File: config.mk
export PLATFORM = sky130hd
export DESIGN_NAME = timed_frame_scheduler_core_flat
export DESIGN_NICKNAME = d
export VERILOG_FILES = /design/src/tfs_pkg.sv /design/src/tfs_req_if.sv /design/src/tfs_rsp_if.sv /design/src/tfs_cell.sv /design/src/timed_frame_scheduler_core.sv /design/src/flat_wrapper.sv
export SDC_FILE = /design/constraint.sdc
export NUM_CORES = 2
export LEC_CHECK = 0
export BUFFER_PORTS_ARGS = -buffer_cell sky130_fd_sc_hd__buf_2
export CORE_MARGIN = 2
export CORE_UTILIZATION = 29
export DETAILED_ROUTE_END_ITERATION = 8
export HOLD_SLACK_MARGIN = 0.02
export PLACE_DENSITY = 0.49
export REMOVE_ABC_BUFFERS = 1
export SLEW_MARGIN = 20
export SYNTH_ARGS = -nofsm -noshare
export SYNTH_HDL_FRONTEND = slang
export SYNTH_SLANG_ARGS = --single-unit
export TNS_END_PERCENT = 30
File: constraint.sdc
create_clock -name clk -period 17.7 [get_ports clk]
set_input_delay 3.54 -clock clk [delete_from_list [all_inputs] [get_ports clk]]
set_output_delay 3.54 -clock clk [all_outputs]
set_load 0.005 [all_outputs]
File: src/tfs_pkg.sv
// Types and constants of the timed frame scheduler.
`timescale 1ns / 1ps

package tfs_pkg;

    localparam int MAX_RESULTS = 16;
    localparam int LOSS_MAX    = MAX_RESULTS - 1;

    typedef enum logic [1:0] {
        KIND_ACCEPTED   = 2'd0,
        KIND_REJECTED   = 2'd1,
        KIND_LOST       = 2'd2,
        KIND_DISPATCHED = 2'd3
    } kind_t;

    typedef enum logic [2:0] {
        ST_IDLE,
        ST_ENQ,
        ST_SCAN,
        ST_SWEEP,
        ST_DISPATCH
    } state_t;

    typedef struct packed {
        logic [3:0]  sender;
        logic [31:0] can_id;
        logic [15:0] frame_tag;
        logic [63:0] deadline;
    } entry_t;

    typedef struct packed {
        logic shift;
        logic drop;
        logic load;
    } cell_ctrl_t;

endpackage

File: src/tfs_req_if.sv
// Request channel: enqueue and tick items.
`timescale 1ns / 1ps

interface tfs_req_if;
    logic        valid;
    logic        ready;
    logic        mode;
    logic [3:0]  sender;
    logic [31:0] can_id;
    logic [15:0] frame_tag;
    logic [1:0]  frame_count;
    logic [63:0] delay;
    logic [63:0] now;

    modport source (output valid, mode, sender, can_id, frame_tag, frame_count, delay, now,
                    input ready);
    modport sink (input valid, mode, sender, can_id, frame_tag, frame_count, delay, now,
                  output ready);
endinterface

File: src/tfs_rsp_if.sv
// Result channel: one item per scheduler result.
`timescale 1ns / 1ps

interface tfs_rsp_if;
    logic           valid;
    logic           ready;
    tfs_pkg::kind_t kind;
    logic [3:0]     out_sender;
    logic [31:0]    out_can_id;
    logic [15:0]    out_frame_tag;
    logic [63:0]    out_deadline;
    logic           last;

    modport source (output valid, kind, out_sender, out_can_id, out_frame_tag,
                    out_deadline, last, input ready);
    modport sink (input valid, kind, out_sender, out_can_id, out_frame_tag,
                  out_deadline, last, output ready);
endinterface

File: src/tfs_cell.sv
// One queue slot: loads a new entry or rotates with its neighbors.
`timescale 1ns / 1ps

module tfs_cell #(
    parameter int IDX = 0,
    parameter int IW  = 4
) (
    input  logic                clk,
    input  tfs_pkg::cell_ctrl_t ctrl,
    input  logic [IW-1:0]       tail,
    input  logic [IW-1:0]       load_idx,
    input  tfs_pkg::entry_t     new_entry,
    input  tfs_pkg::entry_t     head,
    input  tfs_pkg::entry_t     nbr,
    output tfs_pkg::entry_t     q
);

    tfs_pkg::entry_t entry_reg;

    always_ff @(posedge clk)
    begin
        if (ctrl.load && load_idx == IW'(IDX))
        begin
            entry_reg <= new_entry;
        end
        else if (ctrl.shift)
        begin
            // the tail slot takes the head back unless the head is dropped
            if (!ctrl.drop && tail == IW'(IDX))
                entry_reg <= head;
            else
                entry_reg <= nbr;
        end
    end

    assign q = entry_reg;

endmodule

File: src/timed_frame_scheduler_core.sv
// An enqueue goes through the ENQ state to a registered result; a tick with work makes
// one rotation pass over the N queued entries to select, and one to report and remove.
// Throughput is one item at a time: a new item is taken only in the idle state.
// A tick with an empty queue or now < wake ends in its accept cycle with no result.
// rst_n (async, low) empties the queue and clears the wake time; slots need no clear.
`timescale 1ns / 1ps

module timed_frame_scheduler_core #(
    parameter int QUEUE_DEPTH  = 16,
    parameter int CLIENT_COUNT = 16
) (
    input logic      clk,
    input logic      rst_n,
    tfs_req_if.sink  req,
    tfs_rsp_if.source rsp
);

    localparam int IW = $clog2(QUEUE_DEPTH);
    localparam int CW = $clog2(QUEUE_DEPTH + 1);

    tfs_pkg::state_t state_reg, state_next;
    logic [CW-1:0]   count_reg, count_next;
    logic [CW-1:0]   n_reg, n_next;
    logic [CW-1:0]   pos_reg, pos_next;
    logic [CW-1:0]   sel_reg, sel_next;
    logic [3:0]      nres_reg, nres_next;
    logic [63:0]     wake_reg, wake_next;
    logic [63:0]     now_reg, now_next;
    logic [1:0]      fc_reg, fc_next;
    tfs_pkg::entry_t in_reg, in_next;
    tfs_pkg::entry_t best_reg, best_next;
    logic            best_due_reg, best_due_next;

    logic            out_valid_reg, out_valid_next;
    tfs_pkg::kind_t  out_kind_reg, out_kind_next;
    tfs_pkg::entry_t out_entry_reg, out_entry_next;
    logic            out_last_reg, out_last_next;

    tfs_pkg::entry_t    cell_q [QUEUE_DEPTH];
    tfs_pkg::entry_t    head;
    tfs_pkg::cell_ctrl_t ctrl;
    logic [IW-1:0]      tail;
    logic [IW-1:0]      load_idx;
    logic               out_free;
    logic               head_due;
    logic               head_beats;
    logic               enq_ok;
    logic               in_acc;

    assign head     = cell_q[0];
    assign tail     = IW'(count_reg - CW'(1));
    assign load_idx = count_reg[IW-1:0];
    assign out_free = !out_valid_reg || rsp.ready;
    assign head_due = head.deadline <= now_reg;
    assign head_beats = (head_due != best_due_reg) ? head_due :
                        (head.deadline != best_reg.deadline) ?
                            (head.deadline < best_reg.deadline) :
                            (head.can_id < best_reg.can_id);
    assign enq_ok = (fc_reg == 2'd1) && (32'(in_reg.sender) < CLIENT_COUNT)
                    && (32'(count_reg) < QUEUE_DEPTH);
    assign req.ready = (state_reg == tfs_pkg::ST_IDLE);
    assign in_acc    = req.valid && req.ready;

    genvar gi;
    generate
        for (gi = 0; gi < QUEUE_DEPTH; gi++)
        begin : g_cell
            tfs_cell #(
                .IDX (gi),
                .IW  (IW)
            ) u_cell (
                .clk       (clk),
                .ctrl      (ctrl),
                .tail      (tail),
                .load_idx  (load_idx),
                .new_entry (in_reg),
                .head      (head),
                .nbr       (cell_q[(gi + 1 < QUEUE_DEPTH) ? gi + 1 : gi]),
                .q         (cell_q[gi])
            );
        end
    endgenerate

    always_ff @(posedge clk or negedge rst_n)
    begin
        if (!rst_n)
            state_reg <= tfs_pkg::ST_IDLE;
        else
            state_reg <= state_next;
    end

    always_comb
    begin
        state_next     = state_reg;
        count_next     = count_reg;
        n_next         = n_reg;
        pos_next       = pos_reg;
        sel_next       = sel_reg;
        nres_next      = nres_reg;
        wake_next      = wake_reg;
        now_next       = now_reg;
        fc_next        = fc_reg;
        in_next        = in_reg;
        best_next      = best_reg;
        best_due_next  = best_due_reg;
        out_valid_next = out_valid_reg && !rsp.ready;
        out_kind_next  = out_kind_reg;
        out_entry_next = out_entry_reg;
        out_last_next  = out_last_reg;
        ctrl           = '0;

        unique case (state_reg)
            tfs_pkg::ST_IDLE:
            begin
                if (in_acc)
                begin
                    in_next.sender    = req.sender;
                    in_next.can_id    = req.can_id;
                    in_next.frame_tag = req.frame_tag;
                    in_next.deadline  = req.now + req.delay;
                    fc_next           = req.frame_count;
                    now_next          = req.now;
                    pos_next          = '0;
                    nres_next         = '0;
                    n_next            = count_reg;
                    if (!req.mode)
                        state_next = tfs_pkg::ST_ENQ;
                    else if (count_reg != '0 && req.now >= wake_reg)
                        state_next = tfs_pkg::ST_SCAN;
                end
            end
            tfs_pkg::ST_ENQ:
            begin
                if (out_free)
                begin
                    out_valid_next = 1'b1;
                    out_entry_next = in_reg;
                    out_last_next  = 1'b1;
                    out_kind_next  = enq_ok ? tfs_pkg::KIND_ACCEPTED : tfs_pkg::KIND_REJECTED;
                    if (enq_ok)
                    begin
                        ctrl.load  = 1'b1;
                        count_next = count_reg + CW'(1);
                        if (count_reg == '0)
                            wake_next = in_reg.deadline;
                    end
                    state_next = tfs_pkg::ST_IDLE;
                end
            end
            tfs_pkg::ST_SCAN:
            begin
                // rotate once around, keeping the best head seen
                ctrl.shift = 1'b1;
                if (pos_reg == '0 || head_beats)
                begin
                    best_next     = head;
                    best_due_next = head_due;
                    sel_next      = pos_reg;
                end
                pos_next = pos_reg + CW'(1);
                if (pos_reg == n_reg - CW'(1))
                begin
                    pos_next   = '0;
                    state_next = tfs_pkg::ST_SWEEP;
                end
            end
            tfs_pkg::ST_SWEEP:
            begin
                if (pos_reg == sel_reg)
                begin
                    ctrl.shift = 1'b1;
                    ctrl.drop  = 1'b1;
                    count_next = count_reg - CW'(1);
                end
                else if (head.deadline == best_reg.deadline && 32'(nres_reg) < tfs_pkg::LOSS_MAX)
                begin
                    if (out_free)
                    begin
                        ctrl.shift     = 1'b1;
                        out_valid_next = 1'b1;
                        out_entry_next = head;
                        out_kind_next  = tfs_pkg::KIND_LOST;
                        out_last_next  = 1'b0;
                        nres_next      = nres_reg + 4'd1;
                    end
                end
                else
                begin
                    ctrl.shift = 1'b1;
                end
                if (ctrl.shift)
                begin
                    pos_next = pos_reg + CW'(1);
                    if (pos_reg == n_reg - CW'(1))
                        state_next = tfs_pkg::ST_DISPATCH;
                end
            end
            tfs_pkg::ST_DISPATCH:
            begin
                if (out_free)
                begin
                    out_valid_next = 1'b1;
                    out_entry_next = best_reg;
                    out_kind_next  = tfs_pkg::KIND_DISPATCHED;
                    out_last_next  = 1'b1;
                    if (count_reg != '0)
                        wake_next = head.deadline;
                    state_next = tfs_pkg::ST_IDLE;
                end
            end
            default:
            begin
                state_next = tfs_pkg::ST_IDLE;
            end
        endcase
    end

    always_ff @(posedge clk or negedge rst_n)
    begin
        if (!rst_n)
        begin
            count_reg     <= '0;
            wake_reg      <= '0;
            out_valid_reg <= 1'b0;
        end
        else
        begin
            count_reg     <= count_next;
            wake_reg      <= wake_next;
            out_valid_reg <= out_valid_next;
        end
    end

    always_ff @(posedge clk)
    begin
        n_reg         <= n_next;
        pos_reg       <= pos_next;
        sel_reg       <= sel_next;
        nres_reg      <= nres_next;
        now_reg       <= now_next;
        fc_reg        <= fc_next;
        in_reg        <= in_next;
        best_reg      <= best_next;
        best_due_reg  <= best_due_next;
        out_kind_reg  <= out_kind_next;
        out_entry_reg <= out_entry_next;
        out_last_reg  <= out_last_next;
    end

    assign rsp.valid         = out_valid_reg;
    assign rsp.kind          = out_kind_reg;
    assign rsp.out_sender    = out_entry_reg.sender;
    assign rsp.out_can_id    = out_entry_reg.can_id;
    assign rsp.out_frame_tag = out_entry_reg.frame_tag;
    assign rsp.out_deadline  = out_entry_reg.deadline;
    assign rsp.last          = out_last_reg;

endmodule

File: src/flat_wrapper.sv
// flat-port wrapper written by rule: the top's interface ports become plain ports
module timed_frame_scheduler_core_flat 
#(
    parameter int QUEUE_DEPTH  = 16,
    parameter int CLIENT_COUNT = 16
)
  (clk, rst_n, req_valid, req_mode, req_sender, req_can_id, req_frame_tag, req_frame_count, req_delay, req_now, req_ready, rsp_valid, rsp_kind, rsp_out_sender, rsp_out_can_id, rsp_out_frame_tag, rsp_out_deadline, rsp_last, rsp_ready);
  tfs_req_if req_i ();
  tfs_rsp_if rsp_i ();
  input logic clk;
  input logic rst_n;
  input wire logic [$bits(req_i.valid)-1:0] req_valid;
  input wire logic [$bits(req_i.mode)-1:0] req_mode;
  input wire logic [$bits(req_i.sender)-1:0] req_sender;
  input wire logic [$bits(req_i.can_id)-1:0] req_can_id;
  input wire logic [$bits(req_i.frame_tag)-1:0] req_frame_tag;
  input wire logic [$bits(req_i.frame_count)-1:0] req_frame_count;
  input wire logic [$bits(req_i.delay)-1:0] req_delay;
  input wire logic [$bits(req_i.now)-1:0] req_now;
  output wire logic [$bits(req_i.ready)-1:0] req_ready;
  output wire logic [$bits(rsp_i.valid)-1:0] rsp_valid;
  output wire logic [$bits(rsp_i.kind)-1:0] rsp_kind;
  output wire logic [$bits(rsp_i.out_sender)-1:0] rsp_out_sender;
  output wire logic [$bits(rsp_i.out_can_id)-1:0] rsp_out_can_id;
  output wire logic [$bits(rsp_i.out_frame_tag)-1:0] rsp_out_frame_tag;
  output wire logic [$bits(rsp_i.out_deadline)-1:0] rsp_out_deadline;
  output wire logic [$bits(rsp_i.last)-1:0] rsp_last;
  input wire logic [$bits(rsp_i.ready)-1:0] rsp_ready;
  assign req_i.valid = req_valid;
  assign req_i.mode = req_mode;
  assign req_i.sender = req_sender;
  assign req_i.can_id = req_can_id;
  assign req_i.frame_tag = req_frame_tag;
  assign req_i.frame_count = req_frame_count;
  assign req_i.delay = req_delay;
  assign req_i.now = req_now;
  assign req_ready = req_i.ready;
  assign rsp_valid = rsp_i.valid;
  assign rsp_kind = rsp_i.kind;
  assign rsp_out_sender = rsp_i.out_sender;
  assign rsp_out_can_id = rsp_i.out_can_id;
  assign rsp_out_frame_tag = rsp_i.out_frame_tag;
  assign rsp_out_deadline = rsp_i.out_deadline;
  assign rsp_last = rsp_i.last;
  assign rsp_i.ready = rsp_ready;
  timed_frame_scheduler_core #(.QUEUE_DEPTH(QUEUE_DEPTH), .CLIENT_COUNT(CLIENT_COUNT)) u_core (.clk(clk), .rst_n(rst_n), .req(req_i), .rsp(rsp_i));
endmodule
### Word level (Yosys, flattened, before mapping)

Cells that the tools add are included.

* $add $sub $neg: 6
* $lt $le $gt $ge: 6
* bitwise operators: 0
* divide/modulo/power cells: 0
* equality and inequality tests: 56
* reductions and logical operators: 83
* muxes and demuxes: 109
* shift-type cells: 0
* $mul: 0

Operators with widths (number)
* two-way mux 116 bit: 53
* one-hot mux 116 bit (3 select lines): 1
* two-way mux 64 bit: 5
* one-hot mux 64 bit (2 select lines): 1
* adder 64 bit: 1
* equality test 4 bit, second input constant: 16
* equality test 64 bit: 1
* greater-or-equal comparator 64 bit: 1
* <= comparator 64 bit: 1
* less-than comparator 64 bit: 1
* != test 64 bit: 1
* nonzero test 2 bit: 21
* logical AND 1 bit: 37
* equality test 4 x 3 -> 1 bit, second input constant: 8
* less-than comparator 32 bit: 1
* two-way mux 5 bit: 6
* != test 2 x 1 -> 1 bit, second input constant: 12
* two-way mux 3 bit: 7
* two-way mux 1 bit: 19
* AND reduction 6 bit: 3
* equality test 4 x 2 -> 1 bit, second input constant: 4
* two-way mux 4 bit: 4
* one-hot mux 5 bit (3 select lines): 1
* one-hot mux 3 bit (4 select lines): 1
* other kinds (31): 54

* bits of input ports: 187
* bits in latches: 0
* memories kept: 0
* memory bits (writable): 0
* bits in registers: 2366
* output and inout port bits: 121
* memory bits (read-only): 0

### Longest topological paths before layout

* word-level depth: 9
* depth in mapped cells: 13
* mapped depth without buffers: 13

### Hierarchy

Synthesis repeated with hierarchy kept, for this count alone.

* cell total of the unflattened synthesis: 13384
* area, all modules: 135394.9 um2

By module, submodules not included
* tfs_cell (u_core.g_cell[10].u_cell ...): cells an instance 675, area each 6672.6 um2, sequential area each 3483.3 um2, times used 5
* timed_frame_scheduler_core: cells an instance 2597, area each 28646.2 um2, sequential area each 14949.3 um2, times used 1
* tfs_cell (u_core.g_cell[1].u_cell ...): cells an instance 674, area each 6690.2 um2, sequential area each 3483.3 um2, times used 4
* tfs_cell (u_core.g_cell[11].u_cell ...): cells an instance 674, area each 6665.1 um2, sequential area each 3483.3 um2, times used 2
* tfs_cell (u_core.g_cell[13].u_cell ...): cells an instance 673, area each 6662.6 um2, sequential area each 3483.3 um2, times used 2
* tfs_cell (u_core.g_cell[3].u_cell): cells an instance 675, area each 6676.4 um2, sequential area each 3483.3 um2, times used 1
* tfs_cell (u_core.g_cell[0].u_cell): cells an instance 674, area each 6651.4 um2, sequential area each 3483.3 um2, times used 1
* tfs_cell (u_core.g_cell[15].u_cell): cells an instance 673, area each 6641.4 um2, sequential area each 3483.3 um2, times used 1

### Worst setup path before layout

OpenSTA, ideal clock, no wires.

* path type: input to register
* start point: input port rsp_ready
* end point: register u_core.g_cell[15].u_cell.entry_reg (netlist bit u_core.g_cell[15].u_cell.q[0]), enable pin
* stages on the path: 4
* library setup time: 762 ps
* path slack: 4464 ps
* arrival time: 12474 ps
* path through: nor2b_1 > a31o_2 > clkbuf_1 > o31ai_1

* longest elaborated chain between the ends: 8

RTL lines
* from (decl): line flat_wrapper.sv:28 `input wire logic [$bits(rsp_i.ready)-1:0] rsp_ready;`
* logical OR 1 bit (*): line timed_frame_scheduler_core.sv:53 `assign out_free = !out_valid_reg || rsp.ready;`
* two-way mux 1 bit: line timed_frame_scheduler_core.sv:177 `if (out_free)`
* two-way mux 1 bit: line timed_frame_scheduler_core.sv:175 `else if (head.deadline == best_reg.deadline && 32'(nres_reg) < tfs_pkg::LOSS_MAX)`
* two-way mux 1 bit: line timed_frame_scheduler_core.sv:169 `if (pos_reg == sel_reg)`
* two-way mux 1 bit: line timed_frame_scheduler_core.sv:112 `unique case (state_reg)`
* one-hot mux 1 bit (2 select lines): line timed_frame_scheduler_core.sv:112
* nonzero test 2 bit (no source line)
* AND reduction 2 bit (no source line) (*)
* to (signal assigned): line tfs_cell.sv:24 `entry_reg <= new_entry;`
* to (signal assigned): line tfs_cell.sv:32 `entry_reg <= nbr;`
* to (decl): line tfs_cell.sv:18 `tfs_pkg::entry_t entry_reg;`

Mark *: on every way between the ends. The rest lies on a longest branch, timed or not. The select of a mux whose other input is x is not followed.
A chain may end at the register's enable or synchronous reset.

### Worst setup path after layout

* start point: input port rsp_ready
* end point: register u_core.g_cell[1].u_cell.entry_reg (netlist bit u_core.g_cell[1].u_cell.q[100]), enable pin

* longest elaborated chain between the ends: 7

RTL lines (line)
* logical OR 1 bit (*): timed_frame_scheduler_core.sv:53
* two-way mux 1 bit: timed_frame_scheduler_core.sv:177
* two-way mux 1 bit: timed_frame_scheduler_core.sv:175
* two-way mux 1 bit: timed_frame_scheduler_core.sv:169
* two-way mux 1 bit: timed_frame_scheduler_core.sv:112
* one-hot mux 1 bit (2 select lines): timed_frame_scheduler_core.sv:112
* nonzero test 2 bit (no source line) (*)
* to (signal assigned): tfs_cell.sv:24
* to (signal assigned): tfs_cell.sv:32
* to (decl): tfs_cell.sv:18

Marked as above.

==> results.cfg <==
[detailed_routing]
postRouteAntennaNets = 0
wirelength_mm = 429
routed_via_density = 5.15
drc = 0
drtIter0Drc = 8357
vias = 84800
dr.pass1.iters = 6
post_drt_wl_per_cell_um = 26.1

[yosys]
synth_xor_area_share_pct = 0.572
synth_area_leaders = edfxtp_1 56%, mux2i_1 14%, a21oi_1 7.7%, nor2_1 5.7%, ha_1 3.0%
synth_top_family_by_area = multiplexers
synth-simple-area-share_pct = 7.69
ys.flop_type = edfxtp_1
postSynthCellCount = 10800
synth.top_cell.area_share_pct = 56.2
async_flop_share_pct = 3.09
synth_area_um2 = 122000
ys_seq_area_share_pct = 57.7
synth_cell_types = 86
avgSynthCellArea_um2 = 11.3
yosys_warnings = 0
yosys.area.top_type = edfxtp_1
ys_ff_latch = 2366
synth_edf_count = 2293
synth_compound_area_share_pct = 10.8
synthMuxAreaShare_pct = 15.9
synth-adder-area-share_pct = 3.05

[worst_setup_path]
rrSetupSlack_ns = 11.21
cp_slowest_cell = nor3_1
crit_chain = buf_2 > nand2b_1 > nand4_1 > nor3_1 > nand2_4 > nand2_4 > buf_4 > buf_4
critPathBufInv = 3
critPathMaxFanout = 73
crit_arrival_ns = 8.64
cp.depth = 8
cp.required_ns = 18.21
startpoint_type = input port
worstSetupPathType = input port to flop
r2r_cells = 14
end_kind = flop
slowest_delay_ns = 0.86
path_delay_family = simple AND/OR/NAND/NOR gates

[finish]
fill_cells = 41700
final_core_util_pct = 32.8
stdcell_area_um2 = 138000
multi_input_area_um2 = 47000
drive_gt1_share_pct = 11.5
regArea_um2 = 70700
nets = 11100
largest_reg_flops = 1856
syn_to_final_growth_pct = 12.6

[power_and_ir_drop]
swShare_pct = 36.5
power_frac_seq_pct = 44.7
switching_power_uw = 8750
p_per_area_nw_per_um2 = 174
internal_power_uw = 15200
p_leak_uw = 0.0546
comb_power_share_pct = 31.7
worst_ir_drop_vdd_v = 0.000144
clockPowerShare_pct = 23.6

[sta]
whs_ns = 0.480
fmax_ghz = 0.123
period_share_pct = 45.9
setup_viol = 0
rsz0062_at_grt = no
finClkSkew_ns = 0.0459
slew_viol_final = 0
slew-limit-headroom_pct = 16.0
period_needed_ns = 8.13
report.final.hold_viol_count = 0
setup_tns_ns = 0
tightest_slew_ns = 1.25
setup_slack_ns = 9.57

[die]
io_pins = 308
core_area_um2 = 420000
start_util_pct = 29.1
die_area_um2 = 427000
die_w_um = 654
fp-row-count = 238
dieHeight_um = 654

[placement]
place_ws_ns = 8.66
port-buffer-count = 307
place.gp.congestion = 0.864
place_area_um2 = 129000
place_hpwl_mm = 254

[cts]
htree_levels = 5
cts_made_buffers = 281
cts-root-buf = clkbuf_16
clk_latency_ns = 0.93
cts_setup_buffers = 0
cts-resized-gates = 0
clk_path_buf_depth = 4
cts_tree = done
clock_sinks = 2366
hold_buffers = 0
cts.clk_slew.worst_paths_ns = 0.05

[worst_hold_path]
hold_class = flop to flop
holdPathStages = 2

[global_routing]
antenna_found_initial = 31
grt_pass1_vias = 83200
grt_overflow_total = 0
grt_max_degree = 197
grt_pass1_wl_mm = 613
track_usage_pct = 19.5

[flow_run]
cap_violations = 0

[run_status]
status = complete, no violations
-- Yosys cell counts (all sizes together) (5+ instances only) --
library cell	n
edfxtp	2293
a21oi	1881
nor2	1853
mux2i	1682
clkbuf	760
buf	328
nand2	301
ha	296
o21ai	268
inv	250
mux2	233
o22ai	119
a21o	86
dfrtp	73
nand4	57
xnor2	49
xor2	31
nand3	30
nor3	30
nor2b	24
and3	20
a211oi	19
nand2b	19
o21bai	13
o21a	11
o31ai	11
a31oi	10
and2	10
o211ai	10
a211o	5
a21boi	5
and4	5
nor4	5
-- power by group through the flow --
| stage | Combinational (µW) | Clock, µW | Sequential (µW) |
|---|---|---|---|
| after floorplan | 4740 | 0 | 10900 |
| after global routing | 8260 | 5980 | 10900 |
| after detailed placement | 7620 | 0 | 10800 |
| after global placement | 7470 | 0 | 10700 |
| final | 7600 | 5670 | 10700 |
| after CTS | 7640 | 5780 | 10700 |
-- per-layer routing --
metal  up-vias  wire, µm  track usage (%)  part of all wire [%]
met5         -       109                0                 0.025
met3       580     27000             2.84                   6.3
met2      2918    203000             32.5                    47
li1      38800         -                -                     -
met1     42500    187000             26.2                    44
met4        18     11800             5.28                   2.8
-- placed cells by master (no fill, tap or decap), types with 70 or more instances in the layout --
cell type,count
clkbuf_1,71
buf_2,306
buf_4,212
clkbuf_16,286
o22ai_1,119
mux2i_1,1682
nor2_1,1845
dfrtp_1,70
edfxtp_1,2293
o21ai_0,259
a21oi_1,1878
inv_1,249
ha_1,296
nand2_1,267
a21o_1,85
mux2_2,233
-- path summary, 6_finish.rpt --
kind / start / endpoint
worst max-delay path: rsp_ready / u_core.g_cell[1].u_cell.q[100]
worst min-delay path: u_core.wake_reg[10] / u_core.wake_reg[10]
worst max register to register: u_core.g_cell[0].u_cell.q[0] / u_core.best_reg[89]
worst min register to register: u_core.wake_reg[10] / u_core.wake_reg[10]
max in group asynchronous: rst_n / u_core.wake_reg[10]
min in group asynchronous: rst_n / u_core.wake_reg[63]
-- per-stage QoR --
stage	power, µW	cells
4_1_cts	24100	16400
3_3_place_gp	18200	15900
3_5_place_dp	18400	15900
6_report	24000	16500
2_1_floorplan	15600	9759
5_1_grt	25200	16500
-- cells by family (layout without fill, tap and decap cells) --
kind of cell / count (synthesis) / after routing
simple gates: 2372 / 2372
buf+inv: 1339 / 1292
fa+ha+maj: 298 / 298
mux: 1915 / 1915
flops: 2366 / 2366
xor+xnor: 80 / 80
other cells: 0 / 17
compound gates: 2477 / 2477
-- final cells by class --
type / instances / share of cell area (%)
Sequential cell: 2366 / 51.3
Tap cell: 5640 / 5.12
Timing Repair Buffer: 537 / 2.51
Multi-Input combinational cell: 7142 / 34.1
Inverter: 251 / 0.689
Clock buffer: 365 / 5.46
Antenna cell: 17 / 0.0309
Clock inverter: 139 / 0.831
-- tightest hold or removal path, cell delays in order (launching register included) --
cell	delay [ns]
dfrtp_1	0.34
nand2_1	0.05
o21ai_0	0.06
Note: power is estimated with default switching activity, not from simulation.
